===== config.mk =====
export PLATFORM = sky130hd
export DESIGN_NAME = score_run_line_decoder
export DESIGN_NICKNAME = d
export VERILOG_FILES = /design/src/design/srld_pkg.sv /design/src/design/srld_front.sv /design/src/design/srld_queue.sv /design/src/design/srld_back.sv /design/src/design/score_run_line_decoder.sv
export SDC_FILE = /design/constraint.sdc
export NUM_CORES = 1
export LEC_CHECK = 0
export BUFFER_PORTS_ARGS = -buffer_cell sky130_fd_sc_hd__buf_4
export CAP_MARGIN = 30
export CORE_ASPECT_RATIO = 0.75
export CORE_MARGIN = 8
export CORE_UTILIZATION = 45
export DETAILED_ROUTE_END_ITERATION = 12
export PLACE_DENSITY = 0.61
export SLEW_MARGIN = 20
export SYNTH_ARGS = -nofsm -noshare
export SYNTH_HDL_FRONTEND = slang
export SYNTH_SLANG_ARGS = --single-unit

===== constraint.sdc =====
create_clock -name clk -period 7.3 [get_ports clk]
set_input_delay 0.73 -clock clk [delete_from_list [all_inputs] [get_ports clk]]
set_output_delay 0.73 -clock clk [all_outputs]
set_load 0.005 [all_outputs]

===== src/design/srld_pkg.sv =====
`timescale 1ns / 1ps
// ----------------------------------------------------------------------------
// srld_pkg
// Shared types and constants for the score run line decoder.
// ----------------------------------------------------------------------------
package srld_pkg;

	// Widths of the stream fields.
	localparam int ART_FIELD_W   = 31;
	localparam int CHAR_W        = 8;
	localparam int OP_W          = 2;
	localparam int SCORE_FIELD_W = 32;
	localparam int IN_DATA_W     = 40;
	localparam int OUT_DATA_W    = 96;

	// Default sizes of the internal arithmetic.
	localparam int SCORE_BITS_DEF   = 32;
	localparam int ARTICLE_BITS_DEF = 31;

	// Entries in the queue between the front and the back.
	localparam int QUEUE_DEPTH = 2;

	// Opcodes carried in tuser.
	localparam logic [OP_W-1:0] OP_LOAD = 2'd0;
	localparam logic [OP_W-1:0] OP_CHAR = 2'd1;
	localparam logic [OP_W-1:0] OP_EOL  = 2'd2;

	// Characters of the score line.
	localparam logic [CHAR_W-1:0] CH_A    = 8'h41;
	localparam logic [CHAR_W-1:0] CH_I    = 8'h49;
	localparam logic [CHAR_W-1:0] CH_J    = 8'h4A;
	localparam logic [CHAR_W-1:0] CH_S    = 8'h53;
	localparam logic [CHAR_W-1:0] CH_0    = 8'h30;
	localparam logic [CHAR_W-1:0] CH_9    = 8'h39;
	localparam logic [CHAR_W-1:0] CH_REP  = 8'h72;
	localparam logic [CHAR_W-1:0] CH_SKIP = 8'h73;

	// What the front decided a beat is.
	typedef enum logic [3:0] {
		CLS_NOP   = 4'd0,
		CLS_LOAD  = 4'd1,
		CLS_EOL   = 4'd2,
		CLS_DIGIT = 4'd3,
		CLS_NEG   = 4'd4,
		CLS_POS   = 4'd5,
		CLS_REP   = 4'd6,
		CLS_SKIP  = 4'd7,
		CLS_OTHER = 4'd8
	} cls_t;

	// Kind of the token being built in the back.
	typedef enum logic [4:0] {
		KIND_NONE = 5'b00001,
		KIND_NEG  = 5'b00010,
		KIND_POS  = 5'b00100,
		KIND_REP  = 5'b01000,
		KIND_SKIP = 5'b10000
	} kind_t;

	// One classified beat as it travels from the front to the back.
	typedef struct packed {
		cls_t                   cls;
		logic [3:0]             digit;
		logic [ART_FIELD_W-1:0] article;
	} item_t;

endpackage


===== src/design/srld_front.sv =====
`timescale 1ns / 1ps
// ----------------------------------------------------------------------------
// srld_front
// Accepts input beats, classifies the character and registers the result.
// ----------------------------------------------------------------------------
module srld_front #(
	parameter int ARTICLE_BITS = srld_pkg::ARTICLE_BITS_DEF
) (
	input  logic                             clk,
	input  logic                             arst_n,
	input  logic                             in_valid,
	output logic                             in_ready,
	input  logic [srld_pkg::OP_W-1:0]        opcode,
	input  logic [srld_pkg::ART_FIELD_W-1:0] start_article,
	input  logic [srld_pkg::CHAR_W-1:0]      char_code,
	output logic                             item_valid,
	input  logic                             item_ready,
	output srld_pkg::item_t                  item
);

	localparam logic [srld_pkg::ART_FIELD_W:0] ART_MAX =
		(srld_pkg::ART_FIELD_W+1)'((64'd1 << ARTICLE_BITS) - 64'd1);

	srld_pkg::item_t cls_item;
	logic            valid_s1;
	srld_pkg::item_t item_s1;

	always_comb begin
		cls_item.cls     = srld_pkg::CLS_NOP;
		cls_item.digit   = 4'd0;
		cls_item.article = start_article;
		if ({1'b0, start_article} > ART_MAX) begin
			cls_item.article = ART_MAX[srld_pkg::ART_FIELD_W-1:0];
		end
		case (opcode)
			srld_pkg::OP_LOAD: cls_item.cls = srld_pkg::CLS_LOAD;
			srld_pkg::OP_EOL:  cls_item.cls = srld_pkg::CLS_EOL;
			srld_pkg::OP_CHAR: begin
				if (char_code inside {[srld_pkg::CH_0:srld_pkg::CH_9]}) begin
					cls_item.cls   = srld_pkg::CLS_DIGIT;
					cls_item.digit = 4'(char_code - srld_pkg::CH_0);
				end else if (char_code inside {[srld_pkg::CH_A:srld_pkg::CH_I]}) begin
					cls_item.cls   = srld_pkg::CLS_NEG;
					cls_item.digit = 4'(srld_pkg::CH_J - char_code);
				end else if (char_code inside {[srld_pkg::CH_J:srld_pkg::CH_S]}) begin
					cls_item.cls   = srld_pkg::CLS_POS;
					cls_item.digit = 4'(char_code - srld_pkg::CH_J);
				end else if (char_code == srld_pkg::CH_REP) begin
					cls_item.cls = srld_pkg::CLS_REP;
				end else if (char_code == srld_pkg::CH_SKIP) begin
					cls_item.cls = srld_pkg::CLS_SKIP;
				end else begin
					cls_item.cls = srld_pkg::CLS_OTHER;
				end
			end
			default: cls_item.cls = srld_pkg::CLS_NOP;
		endcase
	end

	assign in_ready = !valid_s1 || item_ready;

	always_ff @(posedge clk or negedge arst_n) begin
		if (!arst_n) begin
			valid_s1 <= 1'b0;
		end else if (in_ready) begin
			valid_s1 <= in_valid;
		end
	end

	always_ff @(posedge clk) begin
		if (in_ready && in_valid) begin
			item_s1 <= cls_item;
		end
	end

	assign item_valid = valid_s1;
	assign item       = item_s1;

endmodule


===== src/design/srld_queue.sv =====
`timescale 1ns / 1ps
// ----------------------------------------------------------------------------
// srld_queue
// Short first-in first-out queue of classified beats.
// ----------------------------------------------------------------------------
module srld_queue (
	input  logic            clk,
	input  logic            arst_n,
	input  logic            push_valid,
	output logic            push_ready,
	input  srld_pkg::item_t push_item,
	output logic            pop_valid,
	input  logic            pop_ready,
	output srld_pkg::item_t pop_item
);

	localparam int PTR_W = $clog2(srld_pkg::QUEUE_DEPTH);
	localparam int CNT_W = $clog2(srld_pkg::QUEUE_DEPTH + 1);
	localparam logic [CNT_W-1:0] DEPTH_C = CNT_W'(srld_pkg::QUEUE_DEPTH);
	localparam logic [PTR_W-1:0] LAST_C  = PTR_W'(srld_pkg::QUEUE_DEPTH - 1);

	srld_pkg::item_t  entry_q [srld_pkg::QUEUE_DEPTH];
	logic [PTR_W-1:0] wr_ptr_q;
	logic [PTR_W-1:0] rd_ptr_q;
	logic [CNT_W-1:0] count_q;
	logic             do_push;
	logic             do_pop;

	assign push_ready = (count_q != DEPTH_C);
	assign pop_valid  = (count_q != '0);
	assign pop_item   = entry_q[rd_ptr_q];
	assign do_push    = push_valid && push_ready;
	assign do_pop     = pop_valid && pop_ready;

	always_ff @(posedge clk or negedge arst_n) begin
		if (!arst_n) begin
			wr_ptr_q <= '0;
			rd_ptr_q <= '0;
			count_q  <= '0;
		end else begin
			if (do_push) begin
				wr_ptr_q <= (wr_ptr_q == LAST_C) ? '0 : wr_ptr_q + 1'b1;
			end
			if (do_pop) begin
				rd_ptr_q <= (rd_ptr_q == LAST_C) ? '0 : rd_ptr_q + 1'b1;
			end
			if (do_push && !do_pop) begin
				count_q <= count_q + 1'b1;
			end else if (do_pop && !do_push) begin
				count_q <= count_q - 1'b1;
			end
		end
	end

	always_ff @(posedge clk) begin
		if (do_push) begin
			entry_q[wr_ptr_q] <= push_item;
		end
	end

endmodule


===== src/design/srld_back.sv =====
`timescale 1ns / 1ps
// ----------------------------------------------------------------------------
// srld_back
// Executes classified beats against the token state and emits run records.
// ----------------------------------------------------------------------------
module srld_back #(
	parameter int SCORE_BITS   = srld_pkg::SCORE_BITS_DEF,
	parameter int ARTICLE_BITS = srld_pkg::ARTICLE_BITS_DEF
) (
	input  logic                                clk,
	input  logic                                arst_n,
	input  logic                                item_valid,
	output logic                                item_ready,
	input  srld_pkg::item_t                     item,
	output logic                                rec_valid,
	input  logic                                rec_ready,
	output logic [srld_pkg::ART_FIELD_W-1:0]    first_article,
	output logic [srld_pkg::ART_FIELD_W-1:0]    run_length,
	output logic [srld_pkg::SCORE_FIELD_W-1:0]  score_value
);

	localparam int ACC_BITS = (SCORE_BITS - 1 > ARTICLE_BITS) ? SCORE_BITS - 1 : ARTICLE_BITS;
	localparam int EXT_BITS = ACC_BITS + 4;
	localparam logic [EXT_BITS-1:0] SCORE_LIM =
		EXT_BITS'((64'd1 << (SCORE_BITS - 1)) - 64'd1);
	localparam logic [EXT_BITS-1:0] COUNT_LIM =
		EXT_BITS'((64'd1 << ARTICLE_BITS) - 64'd1);

	srld_pkg::kind_t                kind_q;
	logic [ACC_BITS-1:0]            acc_q;
	logic                           digits_q;
	logic [ARTICLE_BITS-1:0]        cur_q;
	logic signed [SCORE_BITS-1:0]   last_q;

	logic                           out_valid_q;
	logic [srld_pkg::ART_FIELD_W-1:0]   out_first_q;
	logic [srld_pkg::ART_FIELD_W-1:0]   out_len_q;
	logic [srld_pkg::SCORE_FIELD_W-1:0] out_score_q;

	logic                           fire;
	logic                           is_score;
	logic [ARTICLE_BITS-1:0]        cnt;
	logic [ARTICLE_BITS-1:0]        adv;
	logic [ARTICLE_BITS:0]          sum;
	logic [ARTICLE_BITS-1:0]        cur_fin;
	logic [SCORE_BITS-1:0]          mag;
	logic signed [SCORE_BITS-1:0]   score_fin;
	logic                           emit;
	logic [EXT_BITS-1:0]            acc_ext;
	logic [EXT_BITS-1:0]            acc_lim;
	logic [ACC_BITS-1:0]            acc_dig;
	logic                           extend;

	assign item_ready = !out_valid_q || rec_ready;
	assign fire       = item_valid && item_ready;

	// Completion of the pending token: the record and the advanced article.
	always_comb begin
		is_score = (kind_q == srld_pkg::KIND_NEG) || (kind_q == srld_pkg::KIND_POS);
		if (is_score || !digits_q) begin
			cnt = ARTICLE_BITS'(1);
		end else begin
			cnt = ARTICLE_BITS'(acc_q);
		end
		adv     = (kind_q == srld_pkg::KIND_NONE) ? '0 : cnt;
		sum     = {1'b0, cur_q} + {1'b0, adv};
		cur_fin = sum[ARTICLE_BITS] ? '1 : sum[ARTICLE_BITS-1:0];
		mag     = SCORE_BITS'(acc_q);
		if (kind_q == srld_pkg::KIND_NEG) begin
			score_fin = -mag;
		end else if (kind_q == srld_pkg::KIND_POS) begin
			score_fin = mag;
		end else begin
			score_fin = last_q;
		end
		emit = is_score || ((kind_q == srld_pkg::KIND_REP) && (cnt != '0));
	end

	// Decimal extension of the pending magnitude or count, saturating.
	always_comb begin
		acc_ext = (EXT_BITS'(acc_q) << 3) + (EXT_BITS'(acc_q) << 1) + EXT_BITS'(item.digit);
		acc_lim = is_score ? SCORE_LIM : COUNT_LIM;
		acc_dig = (acc_ext > acc_lim) ? acc_lim[ACC_BITS-1:0] : acc_ext[ACC_BITS-1:0];
		extend  = (item.cls == srld_pkg::CLS_DIGIT) && (kind_q != srld_pkg::KIND_NONE);
	end

	always_ff @(posedge clk or negedge arst_n) begin
		if (!arst_n) begin
			kind_q      <= srld_pkg::KIND_NONE;
			acc_q       <= '0;
			digits_q    <= 1'b0;
			cur_q       <= '0;
			last_q      <= '0;
			out_valid_q <= 1'b0;
		end else begin
			if (fire && item.cls != srld_pkg::CLS_NOP && !extend) begin
				out_valid_q <= emit;
			end else if (rec_ready) begin
				out_valid_q <= 1'b0;
			end
			if (fire && item.cls != srld_pkg::CLS_NOP) begin
				if (extend) begin
					acc_q    <= acc_dig;
					digits_q <= 1'b1;
				end else begin
					cur_q    <= (item.cls == srld_pkg::CLS_LOAD) ?
						ARTICLE_BITS'(item.article) : cur_fin;
					last_q   <= (item.cls == srld_pkg::CLS_EOL) ? '0 : score_fin;
					digits_q <= 1'b0;
					case (item.cls)
						srld_pkg::CLS_NEG: begin
							kind_q <= srld_pkg::KIND_NEG;
							acc_q  <= ACC_BITS'(item.digit);
						end
						srld_pkg::CLS_POS: begin
							kind_q <= srld_pkg::KIND_POS;
							acc_q  <= ACC_BITS'(item.digit);
						end
						srld_pkg::CLS_REP: begin
							kind_q <= srld_pkg::KIND_REP;
							acc_q  <= '0;
						end
						srld_pkg::CLS_SKIP: begin
							kind_q <= srld_pkg::KIND_SKIP;
							acc_q  <= '0;
						end
						default: begin
							kind_q <= srld_pkg::KIND_NONE;
							acc_q  <= '0;
						end
					endcase
				end
			end
		end
	end

	always_ff @(posedge clk) begin
		if (fire && !extend && emit && item.cls != srld_pkg::CLS_NOP) begin
			out_first_q <= srld_pkg::ART_FIELD_W'(cur_q);
			out_len_q   <= srld_pkg::ART_FIELD_W'(cnt);
			out_score_q <= srld_pkg::SCORE_FIELD_W'(score_fin);
		end
	end

	assign rec_valid     = out_valid_q;
	assign first_article = out_first_q;
	assign run_length    = out_len_q;
	assign score_value   = out_score_q;

endmodule


===== src/design/score_run_line_decoder.sv =====
`timescale 1ns / 1ps
// ----------------------------------------------------------------------------
// score_run_line_decoder
// Decodes a compact score line, one character beat at a time, into run records.
// ----------------------------------------------------------------------------
// Path: the beat completing a token is registered in the front register when it
// is accepted, then written into a queue entry, and its record is then
// registered in the output register of the back.
// Throughput: one beat per cycle; the back takes a beat whenever its output
// register is free, so only master-side backpressure slows the slave side.
// Reset: arst_n clears the token state, the article number, the last score
// and all valid flags at once; no clearing pass is needed.
// ----------------------------------------------------------------------------
module score_run_line_decoder #(
	parameter int SCORE_BITS   = srld_pkg::SCORE_BITS_DEF,
	parameter int ARTICLE_BITS = srld_pkg::ARTICLE_BITS_DEF
) (
	input  logic                               clk,
	input  logic                               arst_n,
	input  logic                               s_axis_tvalid,
	output logic                               s_axis_tready,
	// tdata: start_article [30:0], char_code [38:31], zero pad [39]
	input  logic [srld_pkg::IN_DATA_W-1:0]     s_axis_tdata,
	// tuser: opcode [1:0]
	input  logic [srld_pkg::OP_W-1:0]          s_axis_tuser,
	output logic                               m_axis_tvalid,
	input  logic                               m_axis_tready,
	// tdata: first_article [30:0], run_length [61:31], score_value [93:62],
	// zero pad [95:94]
	output logic [srld_pkg::OUT_DATA_W-1:0]    m_axis_tdata
);

	// The front classifies each character as soon as it is accepted, so the
	// back never needs to look at raw bytes. The queue, with its two entries,
	// lets the front keep taking beats while the back waits on the master side.

	srld_pkg::item_t front_item;
	logic            front_valid;
	logic            front_ready;
	srld_pkg::item_t back_item;
	logic            back_valid;
	logic            back_ready;

	logic [srld_pkg::ART_FIELD_W-1:0]   first_article;
	logic [srld_pkg::ART_FIELD_W-1:0]   run_length;
	logic [srld_pkg::SCORE_FIELD_W-1:0] score_value;

	srld_front #(
		.ARTICLE_BITS (ARTICLE_BITS)
	) u_front (
		.clk           (clk),
		.arst_n        (arst_n),
		.in_valid      (s_axis_tvalid),
		.in_ready      (s_axis_tready),
		.opcode        (s_axis_tuser),
		.start_article (s_axis_tdata[30:0]),
		.char_code     (s_axis_tdata[38:31]),
		.item_valid    (front_valid),
		.item_ready    (front_ready),
		.item          (front_item)
	);

	srld_queue u_queue (
		.clk        (clk),
		.arst_n     (arst_n),
		.push_valid (front_valid),
		.push_ready (front_ready),
		.push_item  (front_item),
		.pop_valid  (back_valid),
		.pop_ready  (back_ready),
		.pop_item   (back_item)
	);

	// The back holds the token being built; a token completes when the next
	// non-digit character, an end of line or a start load arrives, and at
	// most one record leaves per completed token.
	srld_back #(
		.SCORE_BITS   (SCORE_BITS),
		.ARTICLE_BITS (ARTICLE_BITS)
	) u_back (
		.clk           (clk),
		.arst_n        (arst_n),
		.item_valid    (back_valid),
		.item_ready    (back_ready),
		.item          (back_item),
		.rec_valid     (m_axis_tvalid),
		.rec_ready     (m_axis_tready),
		.first_article (first_article),
		.run_length    (run_length),
		.score_value   (score_value)
	);

	assign m_axis_tdata = {2'b00, score_value, run_length, first_article};

endmodule

# ---- Word-level counts from Yosys, hierarchy flattened
# Memories as Yosys holds them, arrays and structs flattened.
# Cells that the tools add are included.
dict set report totals {
  regBits 239
  ramBits 78
  input_bits 46
  memories 1
}
# name words word_bits read_ports rd_ports_with_merged_regs write_ports line
set mem_list {}
lappend mem_list {u_queue.entry_q 2 39 1 0 1 srld_queue.sv:22} ;# srld_pkg::item_t entry_q [srld_pkg::QUEUE_DEPTH];
dict set report op_classes {
  n_addsub 11
  magnitude_cmp 7
  eq_ne 17
  mux 27
  bitwise_logic 1
  reduce_logical 34
}
# cell count
set op_table {}
lappend op_table {{$mux W31} 6}
lappend op_table {{$mux W32} 3}
lappend op_table {{$add A34 B32 Y35} 1}
lappend op_table {{$add A35 B4 Y35} 1}
lappend op_table {{$gt A35 B31 Y1 const B} 1}
lappend op_table {{$add A31 B31 Y32} 1}
lappend op_table {{$neg A31 Y32} 1}
lappend op_table {{$reduce_bool A31 Y1} 1}
lappend op_table {{$mux W4} 5}
lappend op_table {{$pmux W5 S4} 1}
lappend op_table {{$eq A4 B3 Y1 const B} 4}
lappend op_table {{$eq A8 B7 Y1 const B} 2}
lappend op_table {{$ge A8 B7 Y1 const B} 2}
lappend op_table {{$le A8 B7 Y1 const B} 2}
lappend op_table {{$mux W8} 2}
lappend op_table {{$logic_and A1 B1 Y1} 15}
lappend op_table {{$pmux W4 S3} 1}
lappend op_table {{$eq A4 B2 Y1 const B} 2}
lappend op_table {{$ge A8 B6 Y1 const B} 1}
lappend op_table {{$le A8 B6 Y1 const B} 1}
lappend op_table {{$mux W1} 7}
lappend op_table {{$logic_not A1 Y1} 6}
lappend op_table {{$reduce_bool A2 Y1} 3}
lappend op_table {{$eq A5 B1 Y1 const B} 1}
lappend op_table {{other kinds (21)} 27}

# ---- Depth between registers and ports, before layout
dict set report depth {
  word_depth 9
  ltp_mapped 21
  ltp_nobuf 18
}

# ---- By module
# A second synthesis with hierarchy kept.
dict set report hier_totals {
  cells_unflattened 1441
  hier_area_um2 16757.3
}
# module instances cells_per_inst area_per_inst_um2 seq_area_each_um2
set by_module_without_submodules {}
lappend by_module_without_submodules {srld_back 1 1193 12036.5 5351.4}
lappend by_module_without_submodules {srld_queue 1 139 3032.9 2442.3}
lappend by_module_without_submodules {srld_front 1 106 1669.1 1196.1}
lappend by_module_without_submodules {score_run_line_decoder 1 3 18.8 0.0}

# ---- Worst setup path before layout
# Ideal clock, no wire load.
dict set report synth_timing {
  path_type {register to register}
  startpoint {reg u_back.kind_q[3]}
  endpoint {reg u_back.out_first_q, in the netlist u_back.first_article[0], enable pin}
  setup_time_ns 0.547
  arrival_ns 5.765
  t_required_ns 6.753
  slack_ns 0.988
  stages_incl_launch_ff 10
  path_buffers 0
  period_less_slack_ns 6.312
  path_cell_list {dfrtp_1 nand2b_1 nor4_1 nor2_1 nand2_1 nor2_1 a31oi_1 a21bo_2 o21ai_0 nor2_1}
}
dict set report synth_between {
  elab_chain_cells 9
  elab_cells_between_ends 15
}
# item line
set synth_rtl {}
lappend synth_rtl {{from (decl)} srld_back.sv:29} ;# srld_pkg::kind_t kind_q;
lappend synth_rtl {{from (signal assigned)} srld_back.sv:89} ;# kind_q <= srld_pkg::KIND_NONE;
lappend synth_rtl {{from (signal assigned)} srld_back.sv:112} ;# kind_q <= srld_pkg::KIND_NEG;
lappend synth_rtl {{from (signal assigned)} srld_back.sv:116} ;# kind_q <= srld_pkg::KIND_POS;
lappend synth_rtl {{$eq A5 B2 Y1 / $eq A5 B3 Y1 (equally long branches)} srld_back.sv:59} ;# is_score = (kind_q == srld_pkg::KIND_NEG) || (kind_q == srld_pkg::KIND_POS);
lappend synth_rtl {{$logic_or A1 B1 Y1} srld_back.sv:59}
lappend synth_rtl {{$logic_or A1 B1 Y1} srld_back.sv:60} ;# if (is_score || !digits_q) begin
lappend synth_rtl {{$mux W31} srld_back.sv:60}
lappend synth_rtl {{$reduce_bool A31 Y1} srld_back.sv:76} ;# emit = is_score || ((kind_q == srld_pkg::KIND_REP) && (cnt != '0));
lappend synth_rtl {{$logic_and A1 B1 Y1} srld_back.sv:76}
lappend synth_rtl {{$logic_or A1 B1 Y1} srld_back.sv:76}
lappend synth_rtl {{$logic_and A1 B1 Y1 (*) (2 in series)} srld_back.sv:138} ;# if (fire && !extend && emit && item.cls != srld_pkg::CLS_NOP) begin
lappend synth_rtl {{to (signal assigned)} srld_back.sv:139} ;# out_first_q <= srld_pkg::ART_FIELD_W'(cur_q);
lappend synth_rtl {{to (decl)} srld_back.sv:36} ;# logic [srld_pkg::ART_FIELD_W-1:0] out_first_q;
# Every way passes the cells marked *; elsewhere a longest branch is shown, timed or not.
# A chain may end at the register's enable or synchronous reset.

# ---- Final worst setup path
dict set report layout_timing {
  startpoint {reg u_back.kind_q[0]}
  endpoint {reg u_back.cur_q[1]}
}
dict set report layout_between {
  elab_chain_cells 8
  elab_cells_between_ends 14
}
# item line
set layout_rtl {}
lappend layout_rtl {{$eq A5 B2 Y1 / $eq A5 B3 Y1 (equally long branches)} srld_back.sv:59}
lappend layout_rtl {{$logic_or A1 B1 Y1} srld_back.sv:59}
lappend layout_rtl {{$logic_or A1 B1 Y1} srld_back.sv:60}
lappend layout_rtl {{$mux W31} srld_back.sv:60}
lappend layout_rtl {{$mux W31} srld_back.sv:65} ;# adv = (kind_q == srld_pkg::KIND_NONE) ? '0 : cnt;
lappend layout_rtl {{$add A31 B31 Y32} srld_back.sv:66} ;# sum = {1'b0, cur_q} + {1'b0, adv};
lappend layout_rtl {{$mux W31} srld_back.sv:67} ;# cur_fin = sum[ARTICLE_BITS] ? '1 : sum[ARTICLE_BITS-1:0];
lappend layout_rtl {{$mux W31} srld_back.sv:106} ;# cur_q <= (item.cls == srld_pkg::CLS_LOAD) ?
lappend layout_rtl {{to (signal assigned)} srld_back.sv:106}
lappend layout_rtl {{to (decl)} srld_back.sv:32} ;# logic [ARTICLE_BITS-1:0] cur_q;
# Several ways; a longest one is shown, not always the timed one.

==> results_tabular.tex <==
\begin{tabular}{lr}
\hline
Metric & Value \\
\hline
\multicolumn{2}{l}{\textbf{Status}} \\
Outcome & complete, no violations \\
\multicolumn{2}{l}{\textbf{Pwr}} \\
IR Drop Worst-Case VDD & 261 uV \\
Internal power component & 4.34 mW \\
Relative contribution of sequential cells to total power & just under 40\% \\
LEAKAGE & 8.41 nW \\
Overall power consumption & 6.71 mW \\
Gate power share & 34.2\% \\
Sw power & 2.37 mW \\
Switching share of power & 35.3\% \\
Clock power frac & 26.0\% \\
Power Dens Cells & 343 nW/um\^{}2 \\
\multicolumn{2}{l}{\textbf{Synth}} \\
Ys async rst share & between 30\% and 40\% \\
Gate count of the mapped netlist & between 1000 and 1500 \\
EDFF count, synth & 211 \\
Flop and latch count out of synthesis & 317 \\
Netlist Area Pre-Place & approximately 17000 sq um \\
Synthesis Warnings & 0 \\
Ranking of synthesized cells by area & edfxtp\_1, dfrtp\_1, ha\_1, a22o\_1, o21ai\_0 \\
Sequential-to-total area share from yosys stat & 53.7\% \\
Fraction of post-synthesis cell area in the top cell type by area & 37.8\% \\
Count of unique library cells instantiated by Yosys & 80 \\
Main synth FF type & edfxtp\_1 \\
Yosys top cell by area & edfxtp\_1 \\
Post-Syn Area per Cell & roughly 11 sq um \\
\multicolumn{2}{l}{\textbf{Global routing}} \\
Number of global-route vias before repair & 12061 \\
Overflow after GRT & 0 \\
Pin count of the biggest net entering global routing & slightly below 70 \\
Antenna violations before repair & 0 \\
Total routing usage reported by global routing & 20.2\% \\
Global-route wire length before repair & 70200 um \\
\multicolumn{2}{l}{\textbf{Critical path}} \\
Worst reg-to-reg path cell count & 19 \\
Crit. End Element & register \\
Startpoint of the most critical register-to-register path & u\_back.kind\_q[0] \\
Crit path DAT & 5.62 ns \\
Register-to-Register Setup Slack & 2.05 ns \\
Critical Path Stages & 19 \\
Startpoint kind of the worst setup timing path & register \\
Endpoint required time on the critical path & $\sim$7.7 ns \\
Kind of cell adding the most delay to the critical path & compound AO/OA/AOI/OAI gates \\
Kind of critical path & reg -> reg \\
CP Cell Sequence & nor2\_1 > and3\_1 > nor2\_1 > buf\_4 > nand2\_1 > buf\_4 > nor2\_1 > buf\_4 > and2\_1 > ha\_1 > a21oi\_1 > o211ai\_1 > a41oi\_2 > o22ai\_1 > o41ai\_2 > o21ai\_1 > a221o\_2 > o221ai\_1 > o21ai\_0 \\
Start point of the critical path & u\_back.kind\_q[0] \\
Max stage delay cell, worst path & a221o\_2 \\
Endpoint of the most critical setup path & u\_back.cur\_q[1] \\
Worst-path fanout max & 28 \\
Sum of buffers and inverters on the critical path & 3 \\
Crit-path max cell delay & 0.63 ns \\
End of the worst register-to-register path & u\_back.cur\_q[1] \\
\multicolumn{2}{l}{\textbf{STA}} \\
Clock Skews & between 0.02 and 0.03 ns \\
Maximum operating frequency & between 150 and 200 MHz \\
Measured slew at the worst slew-check pin & between 0.9 and 1 ns \\
Setup TNS & 0 ns \\
Setup repair after global routing missed its margin & false \\
Final critical delay including setup and external delays & 5.25 ns \\
Final-report setup violation count & 0 \\
Period utilization & 72.0\% \\
Normalized max-slew margin & 37.9\% \\
Final count of pins violating max slew & 0 \\
Number of hold violations in the final report & 0 \\
\multicolumn{2}{l}{\textbf{Placement}} \\
DP Area & 18400 sq um \\
Total placed cells including tap cells & a little over 2000 \\
Gp weighted congestion & 0.927 \\
Final HPWL DP & 31600 um \\
Number of port buffers & 140 \\
\multicolumn{2}{l}{\textbf{Clock tree}} \\
Root Buffer & clkbuf\_16 \\
Insertion delay to the later sink of the worst-skew pair & 0.53 ns \\
Post-CTS sizing & 0 \\
Clock tree from TritonCTS & yes \\
Maximum clock path buffer count & 3 \\
Number of buffers added for setup after CTS & 0 \\
Inserted Clock Buffers & 34 \\
Clock-pin transition on the worst setup and hold timing paths & 0.06 ns \\
Maximum level of the CTS H-tree & 2 \\
Total clock sinks & 317 \\
Cts-stage hold buffer count & 0 \\
\multicolumn{2}{l}{\textbf{Drt}} \\
Post-Route WL & between 40000 and 50000 um \\
Remaining number of nets flagged by the antenna check after routing & 0 \\
Top layer reached by signal wires & met4 \\
Met1 WL & 21400 um \\
Detailed-route vias per instance & 5.74 \\
Final routed DRC violation total & 0 \\
WL met3 & 2640 um \\
Number of DRC violations after detailed-routing iteration 0 & 1029 \\
Detailed-route wire length per cell & 20.8 um \\
Detailed-route via count & 12202 \\
Detailed route wirelength on metal2 & about 19000 um \\
Drt first pass iters & 5 \\
\multicolumn{2}{l}{\textbf{Floorplanning}} \\
Row count & 61 \\
Core Region & 36900 sq um \\
Die area & roughly 44000 sq um \\
\# IOs & 144 \\
Die Span Y & approximately 180 um \\
Initial cell density of the core & 45.5\% \\
Die boundary width & 239 um \\
\multicolumn{2}{l}{\textbf{Final layout}} \\
Diode insertion count for antenna repair & 0 \\
Nets@finish & 1746 \\
Most common cell after layout, fill and taps aside & edfxtp\_1 \\
Layout cells sized above 1 & 18.2\% \\
Number of cells in the finished layout apart from fillers & 2124 \\
Highest-count cells in the layout ignoring fill and taps & edfxtp\_1, buf\_4, dfrtp\_1, ha\_1, nor2\_1 \\
Final design area excluding fillers & 19500 sq um \\
Area Overhead vs Synth & 16.6\% \\
\multicolumn{2}{l}{\textbf{Job}} \\
\# Max-Cap Violations & 0 \\
\multicolumn{2}{l}{\textbf{Min path}} \\
Hold WC Path Type & in -> async \\
\hline
\end{tabular}
## cell type report
cell class              instances  area (sq um)
fillers                      3247         17300
flip-flops and latches        317          8990
multi-input cells            1047          7410
repair buffers                163          1260
clock buffers                  47           951
well taps                     504           631
clock inverters                14           176
inverters                      32           120
## routing by layer
metal  track usage, %  vias up
li1                 -     5858
met1             30.1     5955
met2             30.4      328
met3             3.10       61
met4             5.13        0
met5                0        -
## Yosys cell counts, drive strengths merged (9+ instances only)
master,number
a211oi,11
a21o,25
a21oi,75
a22o,62
a31oi,18
and2,33
and3,38
buf,13
clkbuf,62
dfrtp,105
edfxtp,211
ha,102
inv,32
mux2,31
nand2,97
nand2b,20
nand3,30
nand4,34
nor2,105
nor2b,12
nor3,28
o211ai,15
o21a,9
o21ai,85
o221a,16
o22ai,28
or3,14
xnor2,30
xor2,28
## per-stage QoR
| step | utilization (%) | hold WS, ns | setup WS [ns] |
|---|---|---|---|
| floorplan | - | 0.421 | 0.988 |
| global placement | 49.8 | 0.423 | 1.96 |
| detailed placement | 49.9 | 0.430 | 2.16 |
| CTS | 53.0 | 0.240 | 2.13 |
| global route | 53.0 | 0.269 | 1.64 |
| finish | 53.0 | 0.224 | 2.05 |
## kinds of logic after synthesis
group / count (synthesis) / synth area share [%]
and+or+nand+nor: 436 / 13.2
DFF: 317 / 53.7
other: 1 / 0.0224
AOI/OAI and AO/OA: 407 / 17.0
xor gates and xnor gates: 58 / 3.03
adders and majority gates: 105 / 7.97
buffers and inverters: 107 / 2.52
muxes: 39 / 2.56
## sequential cells by signal, indices dropped and copies added, names as in the netlist, 5 cells and up
register,count
u_back.acc_q,31
u_back.cur_q,31
u_back.first_article,31
u_back.kind_q,5
u_back.last_q,32
u_back.run_length,31
u_back.score_value,32
u_front.item,39
u_queue.entry_q,78
## power groups by stage
| stage | clock network [mW] | logic (mW) | registers (mW) |
|---|---|---|---|
| after floorplan | 0 | 1.59 | 2.63 |
| after global placement | 0 | 2.24 | 2.69 |
| after detailed placement | 0 | 2.29 | 2.70 |
| after CTS | 1.78 | 2.30 | 2.67 |
| after global routing | 1.85 | 2.55 | 2.71 |
| final | 1.75 | 2.29 | 2.67 |
## how the worst min path moves through the flow
stage / from / to / slack (ns) / cells after the start
6_report: arst_n / u_back.last_q[6] / 0.22 / 1
5_1_grt: arst_n / u_back.last_q[6] / 0.27 / 1
4_1_cts: arst_n / u_back.last_q[6] / 0.24 / 1
3_5_place_dp: u_front.item[37] / u_queue.entry_q[0][37] / 0.43 / 0
3_3_place_gp: u_front.item[37] / u_queue.entry_q[0][37] / 0.42 / 0
2_1_floorplan: u_front.item[0] / u_queue.entry_q[0][0] / 0.42 / 0
Note: power is estimated with default switching activity, not from simulation.
